<file path="src/sv/motor_adc_trimmed_mean_conditioner_top_macros.svh">
// Assertion macros for the trimmed-mean conditioner.
`ifndef MOTOR_ADC_TRIMMED_MEAN_CONDITIONER_TOP_MACROS_SVH
`define MOTOR_ADC_TRIMMED_MEAN_CONDITIONER_TOP_MACROS_SVH

// Checked at every clock edge while out of reset.
`define MACTMC_ASSERT(lbl, prop, msg) \
    lbl: assert property (@(posedge i_clk) disable iff (!i_rst_n) (prop)) else $error(msg);

// Checked at every clock edge, reset included.
`define MACTMC_ASSERT_ALWAYS(lbl, prop, msg) \
    lbl: assert property (@(posedge i_clk) (prop)) else $error(msg);

`endif

</file>
<file path="src/sv/mactmc_pkg.sv">
// Shared types and constants for the trimmed-mean conditioner.
package mactmc_pkg;

    typedef logic [7:0] t_byte;
    typedef logic [1:0] t_chan;
    typedef logic [2:0] t_cfg_idx;

    // Channel codes
    localparam t_chan CH_CURRENT = 2'd0;
    localparam t_chan CH_HANDLE  = 2'd1;
    localparam t_chan CH_VOLTAGE = 2'd2;
    localparam t_chan CH_UNUSED  = 2'd3;

    localparam int unsigned NUM_CH = 3;

    // Configuration register indexes
    localparam t_cfg_idx CFG_CURRENT_OFFSET  = 3'd0;
    localparam t_cfg_idx CFG_AVG_CURRENT_LIM = 3'd1;
    localparam t_cfg_idx CFG_PEAK_CURRENT_LIM = 3'd2;
    localparam t_cfg_idx CFG_CONTINUE_THRESH = 3'd3;
    localparam t_cfg_idx CFG_BLOCKUP_TIME    = 3'd4;
    localparam t_cfg_idx CFG_HANDLE_DEAD     = 3'd5;

    // Mapping constants
    localparam t_byte HANDLE_LOW  = 8'd50;
    localparam t_byte HANDLE_HIGH = 8'd220;
    localparam t_byte HANDLE_FULL = 8'd177;
    localparam t_byte DUTY_BIAS   = 8'd50;
    localparam t_byte BYTE_MAX    = 8'd255;

    // Per-channel accumulator entry
    typedef struct packed {
        logic [3:0]  cnt;
        logic [11:0] sum;
        t_byte       min;
        t_byte       max;
    } t_acc;

    localparam t_acc ACC_RESET = '{cnt: 4'd0, sum: 12'd0, min: BYTE_MAX, max: 8'd0};

endpackage

</file>
<file path="src/sv/motor_adc_trimmed_mean_conditioner_top.sv">
// Trimmed-mean ADC conditioner: accumulator memory, mean and current/handle mapping.
// Usage:
//   Input channel (i_in_valid / o_in_ready) carries one tagged converter sample per
//   transfer: channel, sample, PWM width, compensation flag, PWM count high byte.
//   Output channel (o_out_valid / i_out_ready) carries one result each time a
//   channel has collected SAMPLES_PER_MEAN samples; other samples give nothing,
//   as do samples tagged with the unused channel code.
//   Config port: i_cfg_we writes i_cfg_data into register i_cfg_idx; indexes
//   above the handle dead offset are ignored. Write only while the block is idle.
// Timing:
//   One sample per cycle sustained while no result is held on the output. A result
//   passes stage 1, stage 2, stage 3 and the output register after the transfer of
//   the sample that completes it. The per-channel accumulators live in a 3-entry
//   memory with a registered read; a read-modify-write follows each sample and a
//   forwarding register covers back-to-back samples of the same channel.
// Reset and stall:
//   Synchronous reset clears the config registers to their defaults, the entry
//   valid bits (an invalid entry reads as an empty accumulator) and all stage
//   valids. While a result waits on a low i_out_ready the whole pipeline holds
//   and o_in_ready drops; it rises again the cycle the result is taken.
module motor_adc_trimmed_mean_conditioner_top #(
    parameter int SAMPLES_PER_MEAN = 10
) (
    input  logic                  i_clk,
    input  logic                  i_rst_n,
    // config write port
    input  logic                  i_cfg_we,
    input  mactmc_pkg::t_cfg_idx  i_cfg_idx,
    input  mactmc_pkg::t_byte     i_cfg_data,
    // sample channel
    input  logic                  i_in_valid,
    output logic                  o_in_ready,
    input  mactmc_pkg::t_chan     i_channel,
    input  mactmc_pkg::t_byte     i_sample,
    input  mactmc_pkg::t_byte     i_pwm_width,
    input  logic                  i_compensating,
    input  mactmc_pkg::t_byte     i_pwm_count_high,
    // result channel
    output logic                  o_out_valid,
    input  logic                  i_out_ready,
    output mactmc_pkg::t_chan     o_result_channel,
    output mactmc_pkg::t_byte     o_mean_value,
    output mactmc_pkg::t_byte     o_conditioned_value,
    output mactmc_pkg::t_byte     o_peak_current,
    output logic                  o_limit_flag,
    output logic                  o_refresh_request,
    output logic                  o_blockup_request,
    output logic                  o_continuous_flag
);
    import mactmc_pkg::*;

    `include "motor_adc_trimmed_mean_conditioner_top_macros.svh"

    localparam logic [3:0] LP_NSAMP = 4'(SAMPLES_PER_MEAN);

    // config registers
    t_byte r_offset, r_avg_lim, r_peak_lim, r_cont_thr, r_blk_time, r_dead;

    always_ff @(posedge i_clk) begin
        if (!i_rst_n) begin
            r_offset   <= 8'd0;
            r_avg_lim  <= BYTE_MAX;
            r_peak_lim <= BYTE_MAX;
            r_cont_thr <= BYTE_MAX;
            r_blk_time <= BYTE_MAX;
            r_dead     <= 8'd0;
        end else if (i_cfg_we) begin
            case (i_cfg_idx)
                CFG_CURRENT_OFFSET:   r_offset   <= i_cfg_data;
                CFG_AVG_CURRENT_LIM:  r_avg_lim  <= i_cfg_data;
                CFG_PEAK_CURRENT_LIM: r_peak_lim <= i_cfg_data;
                CFG_CONTINUE_THRESH:  r_cont_thr <= i_cfg_data;
                CFG_BLOCKUP_TIME:     r_blk_time <= i_cfg_data;
                CFG_HANDLE_DEAD:      r_dead     <= i_cfg_data;
                default: ;
            endcase
        end
    end

    // pipeline advance: everything moves unless a result is held
    logic r_out_valid;
    logic adv;
    logic accept;

    assign adv        = !r_out_valid || i_out_ready;
    assign o_in_ready = adv;
    assign accept     = i_in_valid && adv;

    // accumulator memory and entry valid bits
    t_acc r_mem [NUM_CH];
    logic [NUM_CH-1:0] r_mem_vld;

    // stage 1 registers (read-modify-write stage)
    logic  r_s1_valid;
    t_chan r_s1_ch;
    t_byte r_s1_sample, r_s1_pwm, r_s1_cnt_hi;
    logic  r_s1_comp;
    t_acc  r_rd_data, r_fwd_data;
    logic  r_rd_vld, r_fwd_hit;

    t_acc        cur, wdata;
    logic        s1_act, s1_done;
    logic [3:0]  n_cnt;
    logic [11:0] n_sum, trimmed;
    t_byte       n_min, n_max, s1_mean;

    // current accumulator: forwarded write, memory word, or empty entry
    always_comb begin
        if (r_fwd_hit) begin
            cur = r_fwd_data;
        end else if (r_rd_vld) begin
            cur = r_rd_data;
        end else begin
            cur = ACC_RESET;
        end
        s1_act  = r_s1_valid && (r_s1_ch != CH_UNUSED);
        n_sum   = cur.sum + {4'd0, r_s1_sample};
        n_min   = (r_s1_sample < cur.min) ? r_s1_sample : cur.min;
        n_max   = (r_s1_sample > cur.max) ? r_s1_sample : cur.max;
        n_cnt   = cur.cnt + 4'd1;
        s1_done = (n_cnt >= LP_NSAMP);
        trimmed = n_sum - {4'd0, n_min} - {4'd0, n_max};
        s1_mean = trimmed[10:3];
        wdata   = s1_done ? ACC_RESET
                          : t_acc'{cnt: n_cnt, sum: n_sum, min: n_min, max: n_max};
    end

    // memory write and registered read
    always_ff @(posedge i_clk) begin
        if (adv && s1_act) begin
            r_mem[r_s1_ch] <= wdata;
        end
        if (adv && (i_channel != CH_UNUSED)) begin
            r_rd_data <= r_mem[i_channel];
        end
    end

    // control of stage 1, valid bits and forwarding
    always_ff @(posedge i_clk) begin
        if (!i_rst_n) begin
            r_mem_vld  <= '0;
            r_s1_valid <= 1'b0;
            r_fwd_hit  <= 1'b0;
            r_rd_vld   <= 1'b0;
        end else if (adv) begin
            if (s1_act) begin
                r_mem_vld[r_s1_ch] <= 1'b1;
            end
            r_s1_valid <= accept;
            r_fwd_hit  <= accept && s1_act && (r_s1_ch == i_channel);
            r_rd_vld   <= (i_channel != CH_UNUSED) && r_mem_vld[i_channel]
                          && !(s1_act && (r_s1_ch == i_channel));
        end
    end

    always_ff @(posedge i_clk) begin
        if (adv) begin
            r_fwd_data  <= wdata;
            r_s1_ch     <= i_channel;
            r_s1_sample <= i_sample;
            r_s1_pwm    <= i_pwm_width;
            r_s1_comp   <= i_compensating;
            r_s1_cnt_hi <= i_pwm_count_high;
        end
    end

    // stage 2: completed mean
    logic  r_s2_valid;
    t_chan r_s2_ch;
    t_byte r_s2_mean, r_s2_pwm, r_s2_cnt_hi;
    logic  r_s2_comp;

    always_ff @(posedge i_clk) begin
        if (!i_rst_n) begin
            r_s2_valid <= 1'b0;
        end else if (adv) begin
            r_s2_valid <= s1_act && s1_done;
        end
    end

    always_ff @(posedge i_clk) begin
        if (adv) begin
            r_s2_ch     <= r_s1_ch;
            r_s2_mean   <= s1_mean;
            r_s2_pwm    <= r_s1_pwm;
            r_s2_comp   <= r_s1_comp;
            r_s2_cnt_hi <= r_s1_cnt_hi;
        end
    end

    // stage 3: peak current, duty product, handle map
    logic        r_s3_valid;
    t_chan       r_s3_ch;
    t_byte       r_s3_mean, r_s3_pp, r_s3_cond, r_s3_cnt_hi;
    logic        r_s3_comp;
    logic [16:0] r_s3_prod;

    t_byte       s2_pp, s2_cond, handle_val, handle_diff;
    logic [8:0]  factor, handle_lo;

    always_comb begin
        s2_pp  = (r_s2_mean > r_offset) ? (r_s2_mean - r_offset) : 8'd0;
        factor = {1'b0, r_s2_pwm} - {4'd0, r_s2_pwm[7:3]} + {1'b0, DUTY_BIAS};
        // throttle: dead band below, cutoff above, full scale near the top
        handle_lo   = {1'b0, HANDLE_LOW} + {1'b0, r_dead};
        handle_diff = r_s2_mean - HANDLE_LOW;
        if (({1'b0, r_s2_mean} < handle_lo) || (r_s2_mean > HANDLE_HIGH)) begin
            handle_val = 8'd0;
        end else if (r_s2_mean > HANDLE_FULL) begin
            handle_val = BYTE_MAX;
        end else begin
            handle_val = {handle_diff[6:0], 1'b0};
        end
        s2_cond = (r_s2_ch == CH_HANDLE) ? handle_val : r_s2_mean;
    end

    always_ff @(posedge i_clk) begin
        if (!i_rst_n) begin
            r_s3_valid <= 1'b0;
        end else if (adv) begin
            r_s3_valid <= r_s2_valid;
        end
    end

    always_ff @(posedge i_clk) begin
        if (adv) begin
            r_s3_ch     <= r_s2_ch;
            r_s3_mean   <= r_s2_mean;
            r_s3_pp     <= s2_pp;
            r_s3_cond   <= s2_cond;
            r_s3_comp   <= r_s2_comp;
            r_s3_cnt_hi <= r_s2_cnt_hi;
            r_s3_prod   <= {9'd0, s2_pp} * {8'd0, factor};
        end
    end

    // output stage: saturate product, current flags
    t_byte weighted, n_cond, n_pp;
    logic  n_lim, n_refr, n_blk, n_cont, is_cur;

    always_comb begin
        is_cur   = (r_s3_ch == CH_CURRENT);
        weighted = r_s3_prod[16] ? BYTE_MAX : r_s3_prod[15:8];
        n_lim    = is_cur && ((weighted > r_avg_lim) || (r_s3_pp > r_peak_lim));
        n_refr   = n_lim && !r_s3_comp;
        n_blk    = n_lim && (r_s3_cnt_hi > r_blk_time);
        n_cont   = is_cur && (weighted > r_cont_thr);
        n_cond   = is_cur ? weighted : r_s3_cond;
        n_pp     = is_cur ? r_s3_pp : 8'd0;
    end

    t_chan r_out_ch;
    t_byte r_out_mean, r_out_cond, r_out_pp;
    logic  r_out_lim, r_out_refr, r_out_blk, r_out_cont;

    always_ff @(posedge i_clk) begin
        if (!i_rst_n) begin
            r_out_valid <= 1'b0;
        end else if (adv) begin
            r_out_valid <= r_s3_valid;
        end
    end

    always_ff @(posedge i_clk) begin
        if (adv) begin
            r_out_ch   <= r_s3_ch;
            r_out_mean <= r_s3_mean;
            r_out_cond <= n_cond;
            r_out_pp   <= n_pp;
            r_out_lim  <= n_lim;
            r_out_refr <= n_refr;
            r_out_blk  <= n_blk;
            r_out_cont <= n_cont;
        end
    end

    assign o_out_valid         = r_out_valid;
    assign o_result_channel    = r_out_ch;
    assign o_mean_value        = r_out_mean;
    assign o_conditioned_value = r_out_cond;
    assign o_peak_current      = r_out_pp;
    assign o_limit_flag        = r_out_lim;
    assign o_refresh_request   = r_out_refr;
    assign o_blockup_request   = r_out_blk;
    assign o_continuous_flag   = r_out_cont;

    // checks
    `MACTMC_ASSERT(a_stall_only_when_held, !o_in_ready |-> r_out_valid, "input stalled with empty output")
    `MACTMC_ASSERT(a_no_unused_result, r_out_valid |-> (r_out_ch != CH_UNUSED), "result for unused channel")
    `MACTMC_ASSERT(a_flags_current_only, (r_out_valid && (r_out_ch != CH_CURRENT)) |-> (!r_out_lim && !r_out_cont && (r_out_pp == 8'd0)), "current flags on other channel")
    `MACTMC_ASSERT(a_req_needs_limit, (r_out_refr || r_out_blk) |-> r_out_lim, "request without limit")
    `MACTMC_ASSERT_ALWAYS(a_fwd_has_stage, r_fwd_hit |-> r_s1_valid, "forward hit without sample in stage 1")

endmodule
</file>
<file path="config.mk">
export PLATFORM = sky130hd
export DESIGN_NAME = motor_adc_trimmed_mean_conditioner_top
export DESIGN_NICKNAME = d
export VERILOG_FILES = /design/src/sv/mactmc_pkg.sv /design/src/sv/motor_adc_trimmed_mean_conditioner_top.sv
export VERILOG_INCLUDE_DIRS = /design/src /design/src/sv
export SDC_FILE = /design/constraint.sdc
export NUM_CORES = 1
export LEC_CHECK = 0
export BUFFER_PORTS_ARGS = -buffer_cell sky130_fd_sc_hd__buf_2
export CORE_MARGIN = 5
export CORE_UTILIZATION = 67
export CTS_CLUSTER_DIAMETER = 200
export DETAILED_ROUTE_END_ITERATION = 10
export GPL_TIMING_DRIVEN = 0
export PLACE_DENSITY = 0.86
export RECOVER_POWER = 100
export SYNTH_ARGS = -nofsm -noshare
export SYNTH_HDL_FRONTEND = slang
export SYNTH_SLANG_ARGS = --single-unit
</file>
<file path="constraint.sdc">
create_clock -name i_clk -period 20.2 [get_ports i_clk]
set_input_delay 3.03 -clock i_clk [delete_from_list [all_inputs] [get_ports i_clk]]
set_output_delay 3.03 -clock i_clk [all_outputs]
set_load 0.02 [all_outputs]
</file>
# ---- Yosys cells after proc, flatten, opt, wreduce, memory -nomap -nowiden
# Memory sizes are Yosys's and may differ from the RTL's. A register that Yosys moved wholly into a read port is not among the register bits.
# Index checks and enable logic that the tools add are counted.
dict set report word_totals {
  regBits 225
  ram_bits 96
  out_inout_bits 32
  elab_cells 124
  n_memories 1
}
# memory depth word_bits rd rd_clocked_by_memory_dff wr line_no
set memory_table {}
lappend memory_table {r_mem 3 32 1 1 1 motor_adc_trimmed_mean_conditioner_top.sv:90} ;# t_acc r_mem [NUM_CH];
dict set report op_classes {
  add_sub_neg 9
  n_mul 1
  order_cmp 14
  n_eq_ne 9
  muxes 17
  bitwise 1
  reduce_logical 30
}
# op n
set ops {}
lappend ops {{2-to-1 mux 32 bit} 3}
lappend ops {{2-to-1 mux 8 bit} 8}
lappend ops {{greater-than comparator 8 bit} 6}
lappend ops {{subtractor 11 x 8 -> 11 bit} 2}
lappend ops {{multiplier 8 x 9 -> 17 bit} 1}
lappend ops {{greater-than comparator 8 bit (second input constant)} 2}
lappend ops {{logical AND 1 bit} 15}
lappend ops {{AND reduction 2 bit} 7}
lappend ops {{adder 12 x 8 -> 12 bit} 1}
lappend ops {{adder 6 x 8 -> 9 bit (first input constant)} 1}
lappend ops {{adder 9 x 6 -> 9 bit (second input constant)} 1}
lappend ops {{< comparator 8 x 9 -> 1 bit} 1}
lappend ops {{subtractor 8 x 5 -> 9 bit} 1}
lappend ops {{< comparator 8 bit} 1}
lappend ops {{subtractor 8 bit} 1}
lappend ops {{subtractor 7 x 6 -> 7 bit (second input constant)} 1}
lappend ops {{== test 3 x 2 -> 1 bit (second input constant)} 2}
lappend ops {{== test 3 bit (second input constant)} 2}
lappend ops {{< comparator 2 x 3 -> 1 bit (second input constant)} 2}
lappend ops {{adder 4 x 1 -> 4 bit (second input constant)} 1}
lappend ops {{>= comparator 4 bit (second input constant)} 1}
lappend ops {{2-to-1 mux 1 bit} 4}
lappend ops {{inequality test 2 bit (second input constant)} 2}
lappend ops {{== test 3 x 1 -> 1 bit (second input constant)} 1}
lappend ops {{10 further kinds} 14}

# ---- Longest topological paths before layout
# Gate-level depths: netlist (run 1).
dict set report logic_depth {
  depth_word 6
  depth_mapped 26
}

# ---- Worst setup path after synthesis (run 1)
# OpenSTA, ideal clock, no wires.
dict set report synth_path {
  path_kind {input-to-reg}
  startpoint {input port i_out_ready}
  endpoint {memory r_mem[1][0] in the netlist's numbering, enable pin}
  arrival_ns 9.423
  setup_slack_ns 10.309
  cell_stages 5
  n_path_buf 1
  cell_sequence {nor2b_1 -> clkbuf_1 -> inv_1 -> nand2_1 -> nor3b_1}
}
dict set report synth_between {
  elab_chain_len 4
}
# item line_no
set synth_lines {}
lappend synth_lines {{start: declaration} motor_adc_trimmed_mean_conditioner_top.sv:40} ;# input logic i_out_ready,
lappend synth_lines {{logical OR 1 bit} motor_adc_trimmed_mean_conditioner_top.sv:85} ;# assign adv = !r_out_valid || i_out_ready;
lappend synth_lines {{via o_in_ready} motor_adc_trimmed_mean_conditioner_top.sv:32} ;# output logic o_in_ready,
lappend synth_lines {{logical AND 1 bit} motor_adc_trimmed_mean_conditioner_top.sv:130} ;# if (adv && s1_act) begin
lappend synth_lines {{2-to-1 mux 1 bit} motor_adc_trimmed_mean_conditioner_top.sv:130}
lappend synth_lines {{2-to-1 mux 1 bit (implied by the code)} motor_adc_trimmed_mean_conditioner_top.sv:131} ;# r_mem[r_s1_ch] <= wdata;
lappend synth_lines {{end: declaration} motor_adc_trimmed_mean_conditioner_top.sv:90}
# The timed path passes the listed nets, and every way through them passes these cells.

# ---- Worst setup path after layout (run 1)
dict set report layout_path {
  startpoint {input port i_out_ready}
  endpoint {memory r_mem[1][3] in the netlist's numbering, enable pin}
}
dict set report layout_between {
  elab_chain_len 4
}
# item line_no
set layout_lines {}
lappend layout_lines {{logical OR 1 bit} motor_adc_trimmed_mean_conditioner_top.sv:85}
lappend layout_lines {{logical AND 1 bit} motor_adc_trimmed_mean_conditioner_top.sv:130}
lappend layout_lines {{2-to-1 mux 1 bit} motor_adc_trimmed_mean_conditioner_top.sv:130}
lappend layout_lines {{2-to-1 mux 1 bit (implied by the code)} motor_adc_trimmed_mean_conditioner_top.sv:131}
# No other way between the ends.

==> qor.yml, run 1 <==
cts_setup_buffers: 0
final_cells: 1918
p_int_w: 0.002064
cts_buffer_depth: 3
ios: 75
die_area_um2: 29340
drv_cap: 3
path_clk_slew_ns: 0.06
ir_drop_mv: 0.2993
grt_max_degree: 94
synth_top_area_cell: "edfxtp_1"
cts_buffers: 36
max_freq_mhz: 89.63
dr.first_iter.drc_count: 1029
synth.top_cell.area_share_pct: 48.75
pwr-share-clk_pct: 18.2
ys_types: 64
syn_area_um2: 17430
die_h_um: 171.3
swShare_pct: 40.75
pwr-share-comb_pct: 53.8
cts_tree: "built"
core_um2: 25840
period_share_pct: 55.23
via_per_inst: 6.027
ctsResizeCount: 0
synth_edf_count: 283
finalHoldViolations: 0
grt_setup_unrepaired: "false"
drive_above_1_share_pct: 7.080
clock_sinks: 340
grt_pass1_vias: 11730
dp_cells: 1853
async_flop_share_pct: 0
drc_errors: 0
setup_ws_ns: 9.043
status: "finished with violations"
violations: "capacitance limit, slew limit"
setup_viol: 0
vias: 11560
fin_crit_ns: 11.16
firstDrtPassIters: 5
synth_most_common_cell: "edfxtp_1"
fin_setup_tns_ns: 0
slew_violations: 169
startpoint_type: "input pin"
placedInstanceArea_um2: 18400
num-nets-final: 1780
synthTopCellsByCount: "edfxtp_1, inv_1, nand2_1"
ant_nets: 0
pwr_density_cell_nw_per_um2: 180.3
worst_slew_pin_slew_ns: 5.049
cp.arrival_ns: 11.31
synth_area_per_cell_um2: 12.16
die_w_um: 171.3
p_seq_share_pct: 28.0
p_leak_nw: 8.074
fin_skew_ns: 0.02711
hold_class: "flip-flop to flip-flop"
final_area_um2: 19320
pre_cts_ws_ns: 12.79
slew-limit-headroom_pct: -236.6
ys_ff_latch: 340
htree_levels: 2
antenna_found_initial: 1
crit_path_end_kind: "flip-flop"
crit_path_max_fanout: 93
fp-row-count: 59
seq_area_frac_synth_pct: 55.30
cts-root-buf: "clkbuf_16"
hpwl_um: 26000
wl_um: 37190
path_class: "input pin to flip-flop"
grt_overflow_total: 0
grt_pass1_wl_um: 59740
track_usage_pct: 25.85
hold_buffers: 0
wl_per_cell_um: 19.39
initial_utilization_pct: 67.46
syn_inst: 1434
portBuffers: 73
cp.required_ns: 20.36
clock_latency_ns: 0.53
synth_area_leaders: "edfxtp_1, ha_1, dfxtp_1"
yosysWarnings: 0
syn_to_final_growth_pct: 10.85
switchingPower_w: 0.001420
syn_nets: 1658
ys.flop_type: "edfxtp_1"
gp_routability_congestion: 0.9171
fillers: 1666
[kinds of logic (layout without fill, tap and decap cells)]
family	count (synthesis)	after routing	synth area share, %
buffers and inverters	184	332	4.034
AOI/OAI and AO/OA	267	267	10.30
muxes	56	56	3.481
DFF	340	340	55.30
and+or+nand+nor	364	364	9.626
xor gates and xnor gates	42	42	2.110
other	0	1	0
adders and majority gates	181	181	15.15
[metrics by stage]
stage	utilization (%)	total power, W	hold WS [ns]
final	74.78	0.003484	0.4126
after global routing	74.78	0.003786	0.4276
after CTS	75.63	0.003489	0.4146
after detailed placement	71.23	0.002830	0.4045
after global placement	70.50	0.002772	0.4010
after floorplan	-	0.002432	0.4003
[registers in the layout, summed over array words and instances, names as in the netlist, 9 cells and up]
register    flops
r_fwd_data     31
r_mem          93
r_rd_data      31
r_s3_prod       9
[worst paths after layout]
check                    end  slack [ns]          from  cells past startpoint
max              r_mem[1][3]        9.04   i_out_ready                      9
min          o_mean_value[2]        0.41  r_s3_mean[2]                      0
max reg2reg      r_mem[1][3]       11.25   o_out_valid                      8
min reg2reg  o_mean_value[2]        0.41  r_s3_mean[2]                      0
[placed cells by master (no fill, tap or decap), types with 5 or more instances in the layout]
| master | synthesis | routed |
|---|---|---|
| o211ai_1 | 31 | 31 |
| and2_0 | 0 | 15 |
| mux2_1 | 0 | 12 |
| inv_1 | 143 | 142 |
| nand2b_1 | 19 | 19 |
| nor2b_1 | 16 | 16 |
| a21oi_1 | 38 | 38 |
| clkbuf_16 | 0 | 36 |
| nand3_1 | 11 | 11 |
| a22o_1 | 16 | 16 |
| a22oi_1 | 12 | 13 |
| a21boi_0 | 21 | 22 |
| fa_1 | 50 | 50 |
| or2_2 | 11 | 11 |
| mux2i_1 | 37 | 37 |
| a211oi_1 | 6 | 7 |
| o22ai_1 | 8 | 8 |
| buf_2 | 4 | 35 |
| clkinv_2 | 0 | 6 |
| edfxtp_1 | 283 | 283 |
| xnor2_1 | 27 | 27 |
| and3_1 | 7 | 7 |
| nand4_1 | 17 | 17 |
| nand2_1 | 137 | 137 |
| nor3_1 | 9 | 9 |
| o21ai_0 | 68 | 73 |
| dfxtp_1 | 57 | 57 |
| a21o_1 | 16 | 16 |
| mux2_4 | 6 | 6 |
| o21bai_1 | 5 | 5 |
| xor2_1 | 15 | 15 |
| o21a_1 | 14 | 14 |
| clkbuf_1 | 31 | 97 |
| nor2_1 | 103 | 103 |
| ha_1 | 131 | 131 |
[worst max-delay path: stages]
cell and delay, ns:
buf_2 0.08, nor2b_1 0.03, clkbuf_1 0.21, clkinvlp_2 1.89, clkbuf_1 3.62, nand2_1 0.57, nor3b_1 0.65, clkbuf_1 0.58
clkbuf_1 0.56
[power by group through the flow]
stage	clock network (W)	logic [W]	registers, W
6_report	0.000635	0.00188	0.000974
5_1_grt	0.000673	0.00213	0.000982
4_1_cts	0.000643	0.00187	0.000973
3_5_place_dp	0	0.00184	0.000986
3_3_place_gp	0	0.00179	0.000984
2_1_floorplan	0	0.00144	0.000997
[routing by layer]
layer / wire [µm] / global-route usage, %
met2: 17760 / 42.59
met3: 2717 / 3.884
met1: 15280 / 35.23
met5: 0 / 0
met4: 1426 / 9.886
[layout make-up]
type                    count  area, µm²  area share [%]
diodes                      1      2.502         0.01295
plain buffers              40      158.9          0.8224
clock buffers              48      965.9           4.999
clock inverters            16      171.4          0.8872
inverters                 144      541.8           2.804
multi-input cells         910       7064           36.56
flip-flops and latches    340       9639           49.89
well taps                 335      419.2           2.169
repair buffers             84      357.8           1.852
No activity file was read; power rests on OpenSTA's default activity.
==> run 2: changes to the inputs <==
--- a/config.mk
+++ b/config.mk
@@ -8,11 +8,11 @@
 export LEC_CHECK = 0
 export BUFFER_PORTS_ARGS = -buffer_cell sky130_fd_sc_hd__buf_2
 export CORE_MARGIN = 5
-export CORE_UTILIZATION = 67
+export CORE_UTILIZATION = 62
 export CTS_CLUSTER_DIAMETER = 200
 export DETAILED_ROUTE_END_ITERATION = 10
 export GPL_TIMING_DRIVEN = 0
-export PLACE_DENSITY = 0.86
+export PLACE_DENSITY = 0.8
 export RECOVER_POWER = 100
 export SYNTH_ARGS = -nofsm -noshare
 export SYNTH_HDL_FRONTEND = slang
==> constraint.sdc (replaced) <==
create_clock -name i_clk -period 11.7 [get_ports i_clk]
set_input_delay 1.755 -clock i_clk [delete_from_list [all_inputs] [get_ports i_clk]]
set_output_delay 1.755 -clock i_clk [all_outputs]
set_load 0.02 [all_outputs]
==> run 2 against run 1 <==
The run still ends with capacitance limit, slew limit left. Non-clock buffer count stayed put. Worst setup slack worse by 4.4 ns. Global-route usage decreased by 2.3 points. Clock skew fell by 0.0022 ns. Critical path depth is 3 lower. Utilization decreased by 5.2 points. Total power rose by 71%. Largest power group unchanged.
==> qor.yml, run 2 (synthesis results as in run 1) <==
status: "finished with violations"  # unchanged
violations: "capacitance limit, slew limit"  # unchanged
grt_pass1_vias: 11450  # was 11730
diodes: 0  # was 1
critPathBufInv: 5  # was 6
drv_cap: 1  # was 3
hold_class: "flip-flop to flip-flop"  # unchanged
min-delay-start: "r_s2_cnt_hi[0]"  # was r_s3_mean[2]
reg_top3: "r_mem: 93 flops, r_fwd_data: 31 flops, r_rd_data: 31 flops"  # unchanged
wl_per_cell_um: 18.55  # was 19.39 µm
portBuffers: 73  # unchanged
worstHoldEndpoint: "r_s3_cnt_hi[0]"  # was o_mean_value[2]
fin_skew_ns: 0.02495  # was 0.02711 ns
cp.required_ns: 9.95  # was 20.36 ns
final_area_um2: 19340  # was 19320 µm²
grt_setup_unrepaired: "false"  # unchanged
path_class: "input pin to output pin"  # was input pin to flip-flop
hold_depth: 0  # unchanged
cts_buffers: 36  # unchanged
placedInstanceArea_um2: 18460  # was 18400 µm²
cp_slowest_stage_delay_ns: 1.91  # was 3.62 ns
crit_family: "buffers and inverters"  # unchanged
ios: 75  # unchanged
firstDrtPassIters: 5  # unchanged
reg2reg_to: "r_s3_prod[16]"  # was r_mem[1][3]
final_common_cell: "edfxtp_1"  # unchanged
syn_to_final_growth_pct: 10.98  # was 10.85%
die_w_um: 177.7  # was 171.3 µm
grt_overflow_total: 0  # unchanged
reg2regPathDepth: 24  # was 8
via_per_inst: 5.755  # was 6.027
vias: 11290  # was 11560
track_usage_pct: 23.52  # was 25.85%
cts_tree: "built"  # unchanged
antenna_found_initial: 0  # was 1
regMostFlops: "r_mem"  # unchanged
critPathMostFrequentCell: "clkbuf_1"  # unchanged
cts_buffer_depth: 3  # unchanged
ir_drop_mv: 0.5000  # was 0.2993 mV
path_clk_slew_ns: 0.06  # about the same
path_cells: "buf_2 -> nor2b_1 -> clkbuf_1 -> clkinvlp_2 -> buf_16 -> clkbuf_1"  # was buf_2 -> nor2b_1 -> clkbuf_1 -> clkinvlp_2 -> clkbuf_1 -> nand2_1 -> nor3b_1 -> clkbuf_1 -> clkbuf_1
fin_crit_ns: 7.107
clock_latency_ns: 0.53  # about the same
hold_buffers: 0  # unchanged
whs_ns: 0.4143  # was 0.4126 ns
setup_viol: 0  # unchanged
cts_setup_buffers: 0  # unchanged
hpwl_um: 26050  # was 26000 µm
clock_sinks: 340  # unchanged
finalHoldViolations: 0  # unchanged
worst_slew_pin_slew_ns: 2.383  # was 5.049 ns
dr.first_iter.drc_count: 865  # was 1029
slew-limit-headroom_pct: -59.76  # was -236.6%
drc_errors: 0  # unchanged
ctsResizeCount: 0  # unchanged
htree_levels: 2  # unchanged
final_cell_mix: "edfxtp_1, inv_1, nand2_1, ha_1, nor2_1"  # unchanged
drive_above_1_share_pct: 7.075  # was 7.080%
max_freq_mhz: 140.7
r2r_start: "r_s2_mean[0]"  # was o_out_valid
core_um2: 27780  # was 25840 µm²
p_leak_nw: 8.061  # was 8.074 nW
r2r_slack_ns: 4.91  # was 11.25 ns
gp_routability_congestion: 0.9225  # was 0.9171
largest_reg_flops: 93  # unchanged
pwr_density_cell_nw_per_um2: 308.4  # was 180.3 nW/µm²
num-nets-final: 1780  # unchanged
initial_utilization_pct: 62.74  # was 67.46%
die_area_um2: 31570  # was 29340 µm²
die_h_um: 177.7  # was 171.3 µm
grt_pass1_wl_um: 58910  # was 59740 µm
cpMaxStageDelayCell: "clkinvlp_2"  # was clkbuf_1
startpoint_type: "input pin"  # unchanged
ant_nets: 0  # unchanged
crit_path_max_fanout: 112  # was 93
fin_setup_tns_ns: 0  # unchanged
period_share_pct: 60.74
fp-row-count: 61  # was 59
crit_path_end_kind: "output pin"  # was flip-flop
slew_violations: 55  # was 169
grt_max_degree: 113  # was 94
cts-root-buf: "clkbuf_16"  # unchanged
cp.arrival_ns: 5.35  # was 11.31 ns
wl_um: 36370  # was 37190 µm
==> run 2: worst max path at each step <==
| stage | startpoint | endpoint | cells after the start |
|---|---|---|---|
| after floorplan | i_out_ready | r_mem[1][0] | 5 |
| after global placement | i_out_ready | r_mem[1][9] | 6 |
| after detailed placement | r_s2_mean[0] | r_s3_prod[16] | 24 |
| after CTS | r_s2_mean[0] | r_s3_prod[16] | 24 |
| after global routing | i_out_ready | o_in_ready | 6 |
| final | i_out_ready | o_in_ready | 6 |
==> run 2: stage by stage <==
stage | util, % | std cells | power (W) | worst slack (ns)
floorplan | - | 1434 | 0.004199 | 3.084
global route | 69.63 | 1961 | 0.006584 | 4.176
global placement | 65.76 | 1885 | 0.004814 | -0.1851
finish | 69.63 | 1961 | 0.005965 | 4.593
detailed placement | 66.44 | 1896 | 0.004912 | 5.151
CTS | 70.34 | 1961 | 0.005995 | 5.116
==> run 2: final cells by class <==
class                           count  area [µm²]
Sequential cell                   340        9639
Fill cell                        1998        8438
Multi-Input combinational cell    910        7064
Clock buffer                       53       984.7
Inverter                          144       541.8
Tap cell                          378       473.0
Timing Repair Buffer               84       382.9
Buffer                             40       158.9
Clock inverter                     12       98.84
==> run 2: routing by layer <==
layer  vias up  GRT usage (%)  part of all wire [%]
met3        62          3.984                   6.9
met1      5465          31.85                    43
met5         -              0                     0
met4         0          6.091                   2.1
li1       5354              -                     -
met2       405          39.89                    48
==> run 2: power by group <==
part	leakage (nW)	internal (W)	total, W	switching, W
Sequential	3.34	0.00161	0.00168	0.0000740
Clock	0.521	0.000592	0.00105	0.000454
Combinational	4.20	0.00131	0.00324	0.00193
